<file path="config.mk">
export PLATFORM = sky130hd
export DESIGN_NAME = pfn_ctrl
export DESIGN_NICKNAME = d
export VERILOG_FILES = /design/src/rtl/core/pfn_pkg.sv /design/src/rtl/core/pfn_ctrl.sv
export SDC_FILE = /design/constraint.sdc
export NUM_CORES = 1
export LEC_CHECK = 0
export BUFFER_PORTS_ARGS = -buffer_cell sky130_fd_sc_hd__buf_2
export CELL_PAD_IN_SITES_DETAIL_PLACEMENT = 0
export CELL_PAD_IN_SITES_GLOBAL_PLACEMENT = 1
export CORE_MARGIN = 4
export CORE_UTILIZATION = 34
export DETAILED_ROUTE_END_ITERATION = 10
export PLACE_DENSITY = 0.75
export SYNTH_ARGS = -nofsm -noshare
export SYNTH_HDL_FRONTEND = slang
export SYNTH_SLANG_ARGS = --single-unit
</file>
<file path="constraint.sdc">
create_clock -name clk -period 1.7 [get_ports clk]
set_input_delay 0.34 -clock clk [delete_from_list [all_inputs] [get_ports clk]]
set_output_delay 0.34 -clock clk [all_outputs]
set_load 0.01 [all_outputs]
</file>
<file path="src/rtl/core/pfn_pkg.sv">
// ----------------------------------------------------------------------------
// pfn_pkg
// Shared types and constants for the polygon face normal block: the command
// and status records between controller and datapath, multiplier selects and
// iteration counts.
// ----------------------------------------------------------------------------
package pfn_pkg;

  // Default parameter values.
  localparam int MAX_FACE_VERTS_DEF = 64;
  localparam int COORD_WIDTH_DEF    = 24;

  // Q1.14 unit and result widths.
  localparam int NRM_W   = 16;
  localparam int SUM_W   = 21;
  localparam logic signed [NRM_W-1:0] ONE_Q14 = 16'sd16384;

  // Vector and magnitude widths inside the normalizer.
  localparam int VEC_W   = 63;
  localparam int MAG_W   = 62;
  localparam int MUL_W   = 32;
  localparam int PROD_W  = 64;

  // Iteration counts of the shared units.
  localparam int SQRT_ITERS = 32;
  localparam int DIV_ITERS  = 15;
  localparam int ITER_W     = 5;

  // Multiplier operand selects: six cross-product terms, then three squares.
  localparam logic [3:0] MS_AYBZ = 4'd0;
  localparam logic [3:0] MS_AZBY = 4'd1;
  localparam logic [3:0] MS_AZBX = 4'd2;
  localparam logic [3:0] MS_AXBZ = 4'd3;
  localparam logic [3:0] MS_AXBY = 4'd4;
  localparam logic [3:0] MS_AYBX = 4'd5;
  localparam logic [3:0] MS_SQX  = 4'd6;
  localparam logic [3:0] MS_SQY  = 4'd7;
  localparam logic [3:0] MS_SQZ  = 4'd8;

  // Commands from the controller to the datapath.
  typedef struct packed {
    logic       accept;
    logic       mul;
    logic       acc;
    logic [3:0] sel;
    logic       load;
    logic       src_sum;
    logic       shr;
    logic       shl;
    logic       sqrt_step;
    logic       div_step;
    logic       div_first;
    logic       div_last;
    logic [1:0] comp;
    logic       sum_add;
    logic       out_load;
    logic       dflt;
    logic       emit;
  } pfn_cmd_t;

  // Status from the datapath to the controller.
  typedef struct packed {
    logic tri_go;
    logic fend;
    logic zero;
    logic big;
    logic small_v;
    logic last;
  } pfn_sts_t;

endpackage

</file>
<file path="src/rtl/core/pfn_ctrl.sv">
// ----------------------------------------------------------------------------
// pfn_ctrl
// Controller: sequences each fan triangle through cross product,
// normalization and summing; at face end, the final normalization and the result copies.
// ----------------------------------------------------------------------------
module pfn_ctrl (
  input  logic              clk,
  input  logic              rst_n,
  input  logic              in_valid,
  output logic              in_ready,
  output logic              out_valid,
  input  logic              out_ready,
  input  pfn_pkg::pfn_sts_t sts,
  output pfn_pkg::pfn_cmd_t cmd
);

  localparam logic [3:0] S_IDLE  = 4'd0;
  localparam logic [3:0] S_DISP  = 4'd1;
  localparam logic [3:0] S_MUL   = 4'd2;
  localparam logic [3:0] S_ACC   = 4'd3;
  localparam logic [3:0] S_LOAD  = 4'd4;
  localparam logic [3:0] S_NORM  = 4'd5;
  localparam logic [3:0] S_SQRT  = 4'd6;
  localparam logic [3:0] S_DIV   = 4'd7;
  localparam logic [3:0] S_STORE = 4'd8;
  localparam logic [3:0] S_EMIT  = 4'd9;

  localparam int IW = pfn_pkg::ITER_W;

  logic [3:0]    state_r, state_nxt;
  logic [3:0]    step_r, step_nxt;
  logic [IW-1:0] iter_r, iter_nxt;
  logic [1:0]    comp_r, comp_nxt;
  logic          mode_r, mode_nxt;

  assign in_ready  = (state_r == S_IDLE);
  assign out_valid = (state_r == S_EMIT);

  // Next state and commands.
  always_comb begin
    state_nxt = state_r;
    step_nxt  = step_r;
    iter_nxt  = iter_r;
    comp_nxt  = comp_r;
    mode_nxt  = mode_r;
    cmd       = '0;
    cmd.sel   = step_r;
    cmd.comp  = comp_r;
    cmd.src_sum = mode_r;
    unique case (state_r)
      S_IDLE: begin
        if (in_valid) begin
          cmd.accept = 1'b1;
          state_nxt  = S_DISP;
        end
      end
      S_DISP: begin
        if (sts.tri_go) begin
          mode_nxt  = 1'b0;
          step_nxt  = pfn_pkg::MS_AYBZ;
          state_nxt = S_MUL;
        end else if (sts.fend) begin
          mode_nxt  = 1'b1;
          state_nxt = S_LOAD;
        end else begin
          state_nxt = S_IDLE;
        end
      end
      S_MUL: begin
        cmd.mul   = 1'b1;
        state_nxt = S_ACC;
      end
      S_ACC: begin
        cmd.acc  = 1'b1;
        step_nxt = step_r + 4'd1;
        if (step_r == pfn_pkg::MS_AYBX) begin
          state_nxt = S_LOAD;
        end else if (step_r == pfn_pkg::MS_SQZ) begin
          iter_nxt  = '0;
          state_nxt = S_SQRT;
        end else begin
          state_nxt = S_MUL;
        end
      end
      S_LOAD: begin
        cmd.load  = 1'b1;
        state_nxt = S_NORM;
      end
      S_NORM: begin
        if (sts.zero) begin
          if (mode_r) begin
            cmd.out_load = 1'b1;
            cmd.dflt     = 1'b1;
            state_nxt    = S_EMIT;
          end else if (sts.fend) begin
            mode_nxt  = 1'b1;
            state_nxt = S_LOAD;
          end else begin
            state_nxt = S_IDLE;
          end
        end else if (sts.big) begin
          cmd.shr = 1'b1;
        end else if (sts.small_v) begin
          cmd.shl = 1'b1;
        end else begin
          step_nxt  = pfn_pkg::MS_SQX;
          state_nxt = S_MUL;
        end
      end
      S_SQRT: begin
        cmd.sqrt_step = 1'b1;
        iter_nxt      = iter_r + IW'(1);
        if (iter_r == IW'(pfn_pkg::SQRT_ITERS - 1)) begin
          iter_nxt  = '0;
          comp_nxt  = '0;
          state_nxt = S_DIV;
        end
      end
      S_DIV: begin
        cmd.div_step  = 1'b1;
        cmd.div_first = (iter_r == '0);
        cmd.div_last  = (iter_r == IW'(pfn_pkg::DIV_ITERS - 1));
        iter_nxt      = iter_r + IW'(1);
        if (cmd.div_last) begin
          iter_nxt = '0;
          if (comp_r == 2'd2) begin
            state_nxt = S_STORE;
          end else begin
            comp_nxt = comp_r + 2'd1;
          end
        end
      end
      S_STORE: begin
        if (mode_r) begin
          cmd.out_load = 1'b1;
          state_nxt    = S_EMIT;
        end else begin
          cmd.sum_add = 1'b1;
          if (sts.fend) begin
            mode_nxt  = 1'b1;
            state_nxt = S_LOAD;
          end else begin
            state_nxt = S_IDLE;
          end
        end
      end
      S_EMIT: begin
        if (out_ready) begin
          cmd.emit = 1'b1;
          if (sts.last) begin
            state_nxt = S_IDLE;
          end
        end
      end
      default: state_nxt = S_IDLE;
    endcase
  end

  // State registers.
  always_ff @(posedge clk) begin
    if (!rst_n) begin
      state_r <= S_IDLE;
      step_r  <= '0;
      iter_r  <= '0;
      comp_r  <= '0;
      mode_r  <= 1'b0;
    end else begin
      state_r <= state_nxt;
      step_r  <= step_nxt;
      iter_r  <= iter_nxt;
      comp_r  <= comp_nxt;
      mode_r  <= mode_nxt;
    end
  end

endmodule

</file>
==> results of run 1 <==
## layout make-up
class | instances | area (um^2)
fill | 355 | 1705
sequential | 16 | 337.8
clock buffer | 4 | 45.04
inverter | 13 | 51.30
multi-input combinational | 132 | 1049
timing repair buffer | 71 | 467.9
tap | 48 | 60.06
## registers in the layout, indices dropped and copies added, names as in the netlist
signal / count
iter_r: 5
state_r: 4
step_r: 4
comp_r: 2
mode_r: 1
## worst paths after layout
kind	from	end	slack, ns	cells past startpoint
setup / recovery	iter_r[1]$_SDFFE_PN0P_	state_r[2]$_SDFFE_PN0P_	-0.08	7
hold / removal	comp_r[0]$_SDFFE_PN0P_	comp_r[0]$_SDFFE_PN0P_	0.49	2
hold reg to reg	comp_r[0]$_SDFFE_PN0P_	comp_r[0]$_SDFFE_PN0P_	0.49	2
setup reg to reg	iter_r[1]$_SDFFE_PN0P_	state_r[2]$_SDFFE_PN0P_	-0.08	7
## worst max-delay path, delay by kind of cell, from the launching register on
family | cells | cell delay (ns)
DFF | 1 | 0.37
AOI/OAI and AO/OA | 2 | 0.24
and+or+nand+nor | 3 | 0.83
adders and majority gates | 2 | 0.25
## Yosys cell counts (3+ instances only)
master    count  area share (%)
a21oi_1       6             2.3
a22oi_1       3             1.7
a31oi_1       3             1.4
and2_1        4             1.9
buf_2         3             1.1
clkbuf_1      7             2.0
dfxtp_1      16              24
ha_1          8             7.6
inv_1        13             3.7
mux2i_1       3             2.3
nand2_1      16             4.5
nand2b_1      5             2.4
nand3_1       5             1.9
nand4b_1      3             2.0
nor2_1       12             3.4
nor2b_1       3             1.4
nor3_1        9             3.4
o21ai_0       7             2.7
or3_1         3             1.4
## routing by layer
| metal | share of wire (%) | wire (um) | vias up | track usage, % |
|---|---|---|---|---|
| met3 | 4.6 | 187 | 4 | 3.022 |
| met2 | 50 | 2064 | 45 | 28.48 |
| li1 | - | - | 764 | - |
| met4 | 0.78 | 32 | 0 | 4.255 |
| met1 | 44 | 1823 | 735 | 21.68 |
| met5 | 0 | 0 | - | 0 |
## cell families after synthesis
family / count (synthesis)
fa+ha+maj: 8
buf+inv: 25
flops: 16
simple gates: 79
compound gates: 42
mux: 3
## metrics by stage
| stage | worst slack, ns | TNS, ns | utilization, % |
|---|---|---|---|
| after global routing | -0.1562 | -1.135 | 54.11 |
| after CTS | -0.06646 | -0.2677 | 51.95 |
| final | -0.07536 | -0.1795 | 54.11 |
| after floorplan | -0.02816 | -0.02816 | - |
| after global placement | -0.05318 | -0.08473 | 46.87 |
| after detailed placement | -0.07721 | -0.3451 | 46.87 |
## what timing repair did
item	4_1_cts	5_1_grt
endpoints found under the hold margin	0	0
resized for setup	24	13
buffers inserted	7	4
pin swaps	6	7
setup endpoints to repair	19	19
## power by group
part	switching, mW	internal, mW	total (mW)
logic	0.356	0.330	0.686
clock network	0.125	0.166	0.291
registers	0.0734	0.414	0.487
==> results_dict.tcl, run 1 <==
set metrics [dict create \
    muxShareOfSynthArea_pct 2.275 \
    path_clk_slew_ns 0.07 \
    synthArstFlopShare_pct 0 \
    cp_slowest_cell "or4b_1" \
    antenna_cells 0 \
    critPathKind "flip-flop to flip-flop" \
    finalPower_mw 1.464 \
    min_period_ns 1.775 \
    io_buffer_count 32 \
    status "finished, violations left" \
    fmax_ghz 0.5633 \
    cts_tree "done" \
    cts.sinks 16 \
    dr_total_vias 1548 \
    maxCapViolCount 0 \
    arrival_ns 1.93 \
    finClkSkew_ns 0.007596 \
    syn_inst 173 \
    cp_max_fo 7 \
    layout_commonest_cell "buf_4" \
    place_area_um2 1742 \
    grt_pass1_vias 1525 \
    tightest_slew_ns 0.4451 \
    hold_viol 0 \
    required_ns 1.86 \
    cpPeakStageDelay_ns 0.48 \
    slew_violations 0 \
    fin_hold_ws_ns 0.4890 \
    p_leak_nw 0.9020 \
    grt_usage_pct 16.77 \
    coreArea_um2 3716 \
    synth_xor_area_share_pct 0 \
    syn2layout_area_growth_pct 52.32 \
    hold_buffers 0 \
    finalWorstSetupSlack_ns -0.07536 \
    firstDrtPassIters 4 \
    synth-seq-area-share_pct 24.27 \
    dpl.hpwl_mm 3.067 \
    synth_adder_area_share_pct 7.583 \
    synth_ff_type "dfxtp_1" \
    finalCritPeriodShare_pct 104.4 \
    cts_max_level 1 \
    grt_pass1_wl_mm 6.913 \
    antenna_found_initial 0 \
    drtIter0Drc 121 \
    die_height_um 70.31 \
    mostFrequentLayoutCells "buf_4, buf_2, nand2_1" \
    rsz0062_at_grt "true" \
    final_area_um2 2011 \
    synth-compound-area-share_pct 23.51 \
    cp_cell_sequence "ha_4 -> and3_4 -> ha_4 -> nor2b_4 -> a211oi_4 -> or4b_1 -> o22ai_1" \
    ant_nets 0 \
    instances_no_fill 284 \
    max-slew-margin-rel_pct 69.95 \
    ys_ff_latch 16 \
    place_congestion 0.8227 \
    synth_edf_count 0 \
    postSynthAreaPerCell_um2 7.630 \
    synth_top_family_by_area "simple AND/OR/NAND/NOR gates" \
    grt_start_max_net_pins 12 \
    start_util_pct 35.52 \
    end_kind "flip-flop" \
    clkLatencyLatePin_ns 0.25 \
    clk_path_buf_depth 2 \
    dp_cells 269 \
    irDropWorstVdd_uv 416.4 \
    io_pins 33 \
    drt_wl_total_mm 4.107 \
    violations "setup timing" \
    crit_top_cell "ha_4" \
    root_buffer "clkbuf_8" \
    yosysUniqueCellTypes 55 \
    nNetsFinal 255 \
    syn_nets 191 \
    hp-class "flip-flop to flip-flop" \
    cellPowerDensity_nw_per_um2 728.1 \
    grt_overflow 0 \
    vias_per_cell 5.451 \
    wl_per_cell_um 14.46 \
    drc_errors 0 \
    yosys_warnings 0 \
    finalSetupViolCount 6 \
    synth_area_um2 1320 \
    cts_buffers 3 \
    rows 22 \
    die_area_um2 4944 \
    crit_path_start_kind "flip-flop" \
    drive_gt1_share_pct 45.76 \
    die_w_um 70.31 \
    synthSimpleGateAreaFrac_pct 34.69 \
]
Power figures use the tool's default switching activity.
==> inputs of run 2 (changes only) <==
- CORE_MARGIN: 4 -> unset
==> run 2 against run 1 <==
Against the previous run:
- the run still ends with setup timing left
- flip-flop and latch count unchanged
- clock power increased by 4%
- clock skew about the same
- count of clock-buffer cells in the layout decreased by 1
- core utilization increased by 0.71 points
- global-route usage increased by 3.5 points
- total power increased by 4.0%
- register-to-register slack improved by 0.03 ns
==> results_dict.tcl, run 2 (synthesized netlist as in run 1, its figures left out) <==
set metrics [dict create \
    root_buffer "clkbuf_8" \
    end_kind "primary output" \
    start_util_pct 35.79 \
    cp_cell_sequence "buf_6 -> or3b_4 -> o21a_1 -> nor2_1 -> buf_2" \
    cpPeakStageDelay_ns 0.38 \
    internal-power_mw 0.9328 \
    firstDrtPassIters 4 \
    grt_overflow 0 \
    regMostFlops "iter_r" \
    drt_wl_total_mm 3.855 \
    seq_power_share_pct 32.6 \
    vias_per_cell 5.325 \
    p_sw_mw 0.5893 \
    grt_pass1_wl_mm 6.637 \
    hold_buffers 0 \
    reg.largest.list "iter_r x5, state_r x4, step_r x4" \
    cp_max_fo 4 \
    drtIter0Drc 47 \
    io_pins 33 \
    cts_max_level 1 \
    die_area_um2 4136 \
    dp_cells 270 \
    nNetsFinal 254 \
    post-route-util_pct 54.82 \
    cts_tree "done" \
    irDropWorstVdd_uv 459.4 \
    layout_commonest_cell "buf_4" \
    power.share.clock_pct 19.9 \
    met2_usage_pct 35.00 \
    place_congestion 0.8759 \
    violations "setup timing" \
    fillers 357 \
    finalCritPeriodShare_pct 105.6 \
    maxCapViolCount 0 \
    finalWorstSetupSlack_ns -0.09553 \
    die_height_um 64.31 \
    mostFrequentLayoutCells "buf_4, buf_2, nand2_1" \
    status "finished, violations left" \
    use_met1_pct 25.78 \
    fmax_ghz 0.5569 \
    p_leak_nw 0.8975 \
    finClkSkew_ns 0.007361 \
    cts.sinks 16 \
    min_period_ns 1.796 \
    ant_nets 0 \
    max-slew-margin-rel_pct 73.16 \
    instances_no_fill 283 \
    syn2layout_area_growth_pct 53.18 \
    grt_use_met3_pct 3.214 \
    die_w_um 64.31 \
    sw_frac_of_total_pct 38.72 \
    io_buffer_count 32 \
    clkLatencyLatePin_ns 0.25 \
    antenna_cells 0 \
    drive_gt1_share_pct 43.40 \
    whs_path_depth 4 \
    grt_pass1_vias 1471 \
    clk_path_buf_depth 2 \
    drc_errors 0 \
    cts_buffers 3 \
    cp_slowest_cell "or3b_4" \
    top_usage_layer "met2" \
    tightest_slew_ns 0.4015 \
    hold_viol 0 \
    slew_violations 0 \
    grt_usage_pct 20.31 \
    arrival_ns 1.46 \
    wl_per_cell_um 13.62 \
    antenna_found_initial 0 \
    largest_register_ffs 5 \
    hp-class "input port to flip-flop" \
    path_clk_slew_ns 0.07 \
    rows 22 \
    power.share.combinational_pct 47.5 \
    critPathKind "flip-flop to primary output" \
    dpl.hpwl_mm 2.818 \
    multiInputGateArea_um2 1065 \
    rr_worst_depth 5 \
    dr_total_vias 1507 \
    grt_start_max_net_pins 13 \
    finalSetupViolCount 7 \
    cellPowerDensity_nw_per_um2 752.8 \
    seq_area_um2 342.8 \
    rsz0062_at_grt "true" \
    crit_path_start_kind "flip-flop" \
    coreArea_um2 3689 \
    required_ns 1.36 \
]
## run 2: power groups by stage
stage | registers (mW) | logic [mW] | clock network (mW)
after global routing | 0.506 | 0.798 | 0.330
after detailed placement | 0.485 | 0.616 | 0
after floorplan | 0.463 | 0.405 | 0
after global placement | 0.482 | 0.610 | 0
after CTS | 0.493 | 0.687 | 0.315
final | 0.496 | 0.723 | 0.303
## run 2: worst paths after layout
kind / start / to / slack, ns
setup reg to reg: state_r[2]$_SDFFE_PN0P_ / state_r[3]$_SDFFE_PN0P_ / -0.05
hold reg to reg: comp_r[0]$_SDFFE_PN0P_ / comp_r[0]$_SDFFE_PN0P_ / 0.51
setup / recovery: state_r[2]$_SDFFE_PN0P_ / cmd[2] / -0.1
hold / removal: sts[1] / step_r[1]$_SDFFE_PN0P_ / 0.50
## run 2: stage by stage
stage / cell area, um^2 / total power, mW / hold slack (ns) / setup TNS, ns / setup WS [ns]
2_1_floorplan: 1364 / 0.8673 / 0.5055 / -0.02816 / -0.02816
3_3_place_gp: 1749 / 1.093 / 0.4772 / -0.05535 / -0.02830
3_5_place_dp: 1749 / 1.101 / 0.4943 / -0.1354 / -0.04994
4_1_cts: 1954 / 1.495 / 0.4946 / -0.2433 / -0.1050
5_1_grt: 2022 / 1.635 / 0.5344 / -0.9873 / -0.1448
6_report: 2022 / 1.522 / 0.5003 / -0.2387 / -0.09553
## run 2: critical path: cells and delay by family (launching register included)
kind	cells	cell delay, ns
and+or+nand+nor	2	0.46
DFF	1	0.36
buffers and inverters	2	0.24
AOI/OAI and AO/OA	1	0.13
## run 2: repair_timing
item,in CTS,in global routing
endpoints found under the hold margin,0,0
setup buffers,8,1
resized for setup,21,14
pin swaps,9,2
endpoints found under the setup margin,16,18
## run 2: per-layer routing
| layer | vias to the layer above | share of wire (%) |
|---|---|---|
| met4 | 0 | 0.80 |
| li1 | 759 | - |
| met1 | 712 | 45 |
| met5 | - | 0 |
| met2 | 32 | 50 |
| met3 | 4 | 4.1 |
## run 2: final cells by class
type | instances | share of cell area (%)
clock buffers | 3 | 2.042
clock inverters | 1 | 0.1856
inverters | 13 | 2.413
multi-input cells | 132 | 52.66
flip-flops and latches | 16 | 16.96
well taps | 48 | 2.970
repair buffers | 70 | 22.77
==> inputs of run 3 (changes only) <==
- SETUP_SLACK_MARGIN: unset -> 0.15
==> run 3 against run 2 <==
Against the previous run:
- the flow still finishes with violations (setup timing)
- critical path type is now flip-flop to flip-flop
- hold slack worse by 0.058 ns
- largest cell class unchanged
- total power up 10%
- worst setup slack better by 0.041 ns
- clock power about the same
- final area up 11%
- die area unchanged
- critical path depth up 2
- final cell count up 1.4%
- flip-flop and latch count unchanged
- routed wire length up 12%
- clock skew down 0.0050 ns
- non-clock buffer count up 4
==> results_dict.tcl, run 3 (synthesized netlist as in run 1, its figures left out) <==
set metrics [dict create \
    cts_buffers 3 \
    hp-class "input port to flip-flop" \
    rows 22 \
    rsz0062_at_grt "true" \
    grt_usage_pct 20.82 \
    p_leak_nw 0.9519 \
    violations "setup timing" \
    required_ns 1.85 \
    regMostFlops "iter_r" \
    wl_met2_mm 2.210 \
    grt_pass1_wl_mm 6.706 \
    wl_per_cell_um 14.99 \
    min_period_ns 1.754 \
    critPathKind "flip-flop to flip-flop" \
    die_area_um2 4136 \
    mostFrequentLayoutCells "buf_4, buf_2, nand2_1, buf_6, dfxtp_1" \
    multiInputGateArea_um2 1175 \
    finalPower_mw 1.674 \
    met3_wirelength_um 99 \
    cts_tree "done" \
    cp_max_fo 5 \
    die_w_um 64.31 \
    antenna_found_initial 0 \
    grt_start_max_net_pins 14 \
    max-slew-margin-rel_pct 65.96 \
    grt_overflow 0 \
    layout_commonest_cell "buf_4" \
    dr_total_vias 1558 \
    nNetsFinal 258 \
    dpl.hpwl_mm 2.828 \
    dr.max_layer_used "met4" \
    io_pins 33 \
    drive_gt1_share_pct 53.97 \
    maxCapViolCount 0 \
    cellPowerDensity_nw_per_um2 749.1 \
    die_height_um 64.31 \
    start_util_pct 35.79 \
    tightest_slew_ns 0.5094 \
    instances_no_fill 287 \
    cts_max_level 1 \
    root_buffer "clkbuf_8" \
    end_kind "flip-flop" \
    drc_errors 0 \
    clk_path_buf_depth 2 \
    largest_register_ffs 5 \
    fillers 343 \
    drt_wl_total_mm 4.302 \
    firstDrtPassIters 4 \
    io_buffer_count 32 \
    finalCritPeriodShare_pct 103.2 \
    clkLatencyLatePin_ns 0.25 \
    antenna_cells 0 \
    cts.sinks 16 \
    syn2layout_area_growth_pct 69.29 \
    fmax_ghz 0.5700 \
    crit_path_start_kind "flip-flop" \
    reg.largest.list "iter_r x5, state_r x4, step_r x4" \
    path_clk_slew_ns 0.07 \
    hold_viol 0 \
    coreArea_um2 3689 \
    slew_violations 0 \
    vias_per_cell 5.429 \
    grt_pass1_vias 1443 \
    wl_met1_mm 1.915 \
    place_congestion 0.9018 \
    arrival_ns 1.90 \
    ant_nets 0 \
    status "finished, violations left" \
    dp_cells 264 \
    finClkSkew_ns 0.002319 \
    seq_area_um2 342.8 \
    irDropWorstVdd_uv 359.7 \
    finalSetupViolCount 6 \
    drtIter0Drc 66 \
    finalWorstSetupSlack_ns -0.05446 \
]
[run 3: changes by cell type in the layout (fill, tap and decap cells not counted), sizes merged]
cell and delta:
buf +4
[run 3: metrics by stage]
| stage | cell area (um^2) | setup slack [ns] | setup TNS (ns) | utilization (%) | hold WS (ns) |
|---|---|---|---|---|---|
| 3_3_place_gp | 1735 | -0.02418 | -0.02437 | 47.05 | 0.4839 |
| 3_5_place_dp | 1735 | -0.03516 | -0.09306 | 47.05 | 0.4909 |
| 5_1_grt | 2235 | -0.1265 | -0.8854 | 60.58 | 0.4394 |
| 2_1_floorplan | 1401 | 0.02018 | 0 | - | 0.5055 |
| 4_1_cts | 2037 | -0.04651 | -0.09738 | 55.22 | 0.4292 |
| 6_report | 2235 | -0.05446 | -0.1895 | 60.58 | 0.4423 |
[run 3: worst paths after layout]
| check | from | to | slack [ns] | depth (start not counted) |
|---|---|---|---|---|
| hold / removal | rst_n | state_r[1]$_SDFFE_PN0P_ | 0.44 | 3 |
| setup / recovery | iter_r[1]$_SDFFE_PN0P_ | state_r[3]$_SDFFE_PN0P_ | -0.05 | 7 |
| setup reg to reg | iter_r[1]$_SDFFE_PN0P_ | state_r[3]$_SDFFE_PN0P_ | -0.05 | 7 |
| hold reg to reg | comp_r[0]$_SDFFE_PN0P_ | comp_r[0]$_SDFFE_PN0P_ | 0.49 | 2 |
[run 3: final cells by class]
cell class                      count  area share (%)
Clock buffer                        3           1.848
Sequential cell                    16           15.34
Multi-Input combinational cell    132           52.58
Clock inverter                      1          0.1680
Inverter                           13           2.408
Tap cell                           48           2.688
Timing Repair Buffer               74           24.97
[run 3: repair_timing]
action	CTS	global route
pin swaps	12	15
hold endpoints to repair	0	0
hold buffers	0	0
gates resized for setup	40	39
setup endpoints to repair	32	28
setup buffers	13	6
[run 3: worst max-delay path, stage by stage (launching register included)]
cell      delay [ns]
dfxtp_4         0.36
ha_4            0.15
and3_4          0.18
ha_4            0.15
nor2b_4         0.13
a211oi_4        0.32
nor3_2          0.13
a32o_1          0.23
[run 3: where the power goes]
group / internal (mW) / switching (mW) / leakage [nW] / total (mW)
clock: 0.161 / 0.139 / 0.0231 / 0.300
combinational: 0.445 / 0.453 / 0.794 / 0.898
sequential: 0.419 / 0.0575 / 0.134 / 0.476
total: 1.02 / 0.650 / 0.952 / 1.67
[run 3: layer usage]
metal | global-route usage, % | up-vias
met3 | 1.607 | 7
met5 | 0 | -
met1 | 25.86 | 746
li1 | - | 778
met4 | 8.056 | 0
met2 | 36.84 | 27
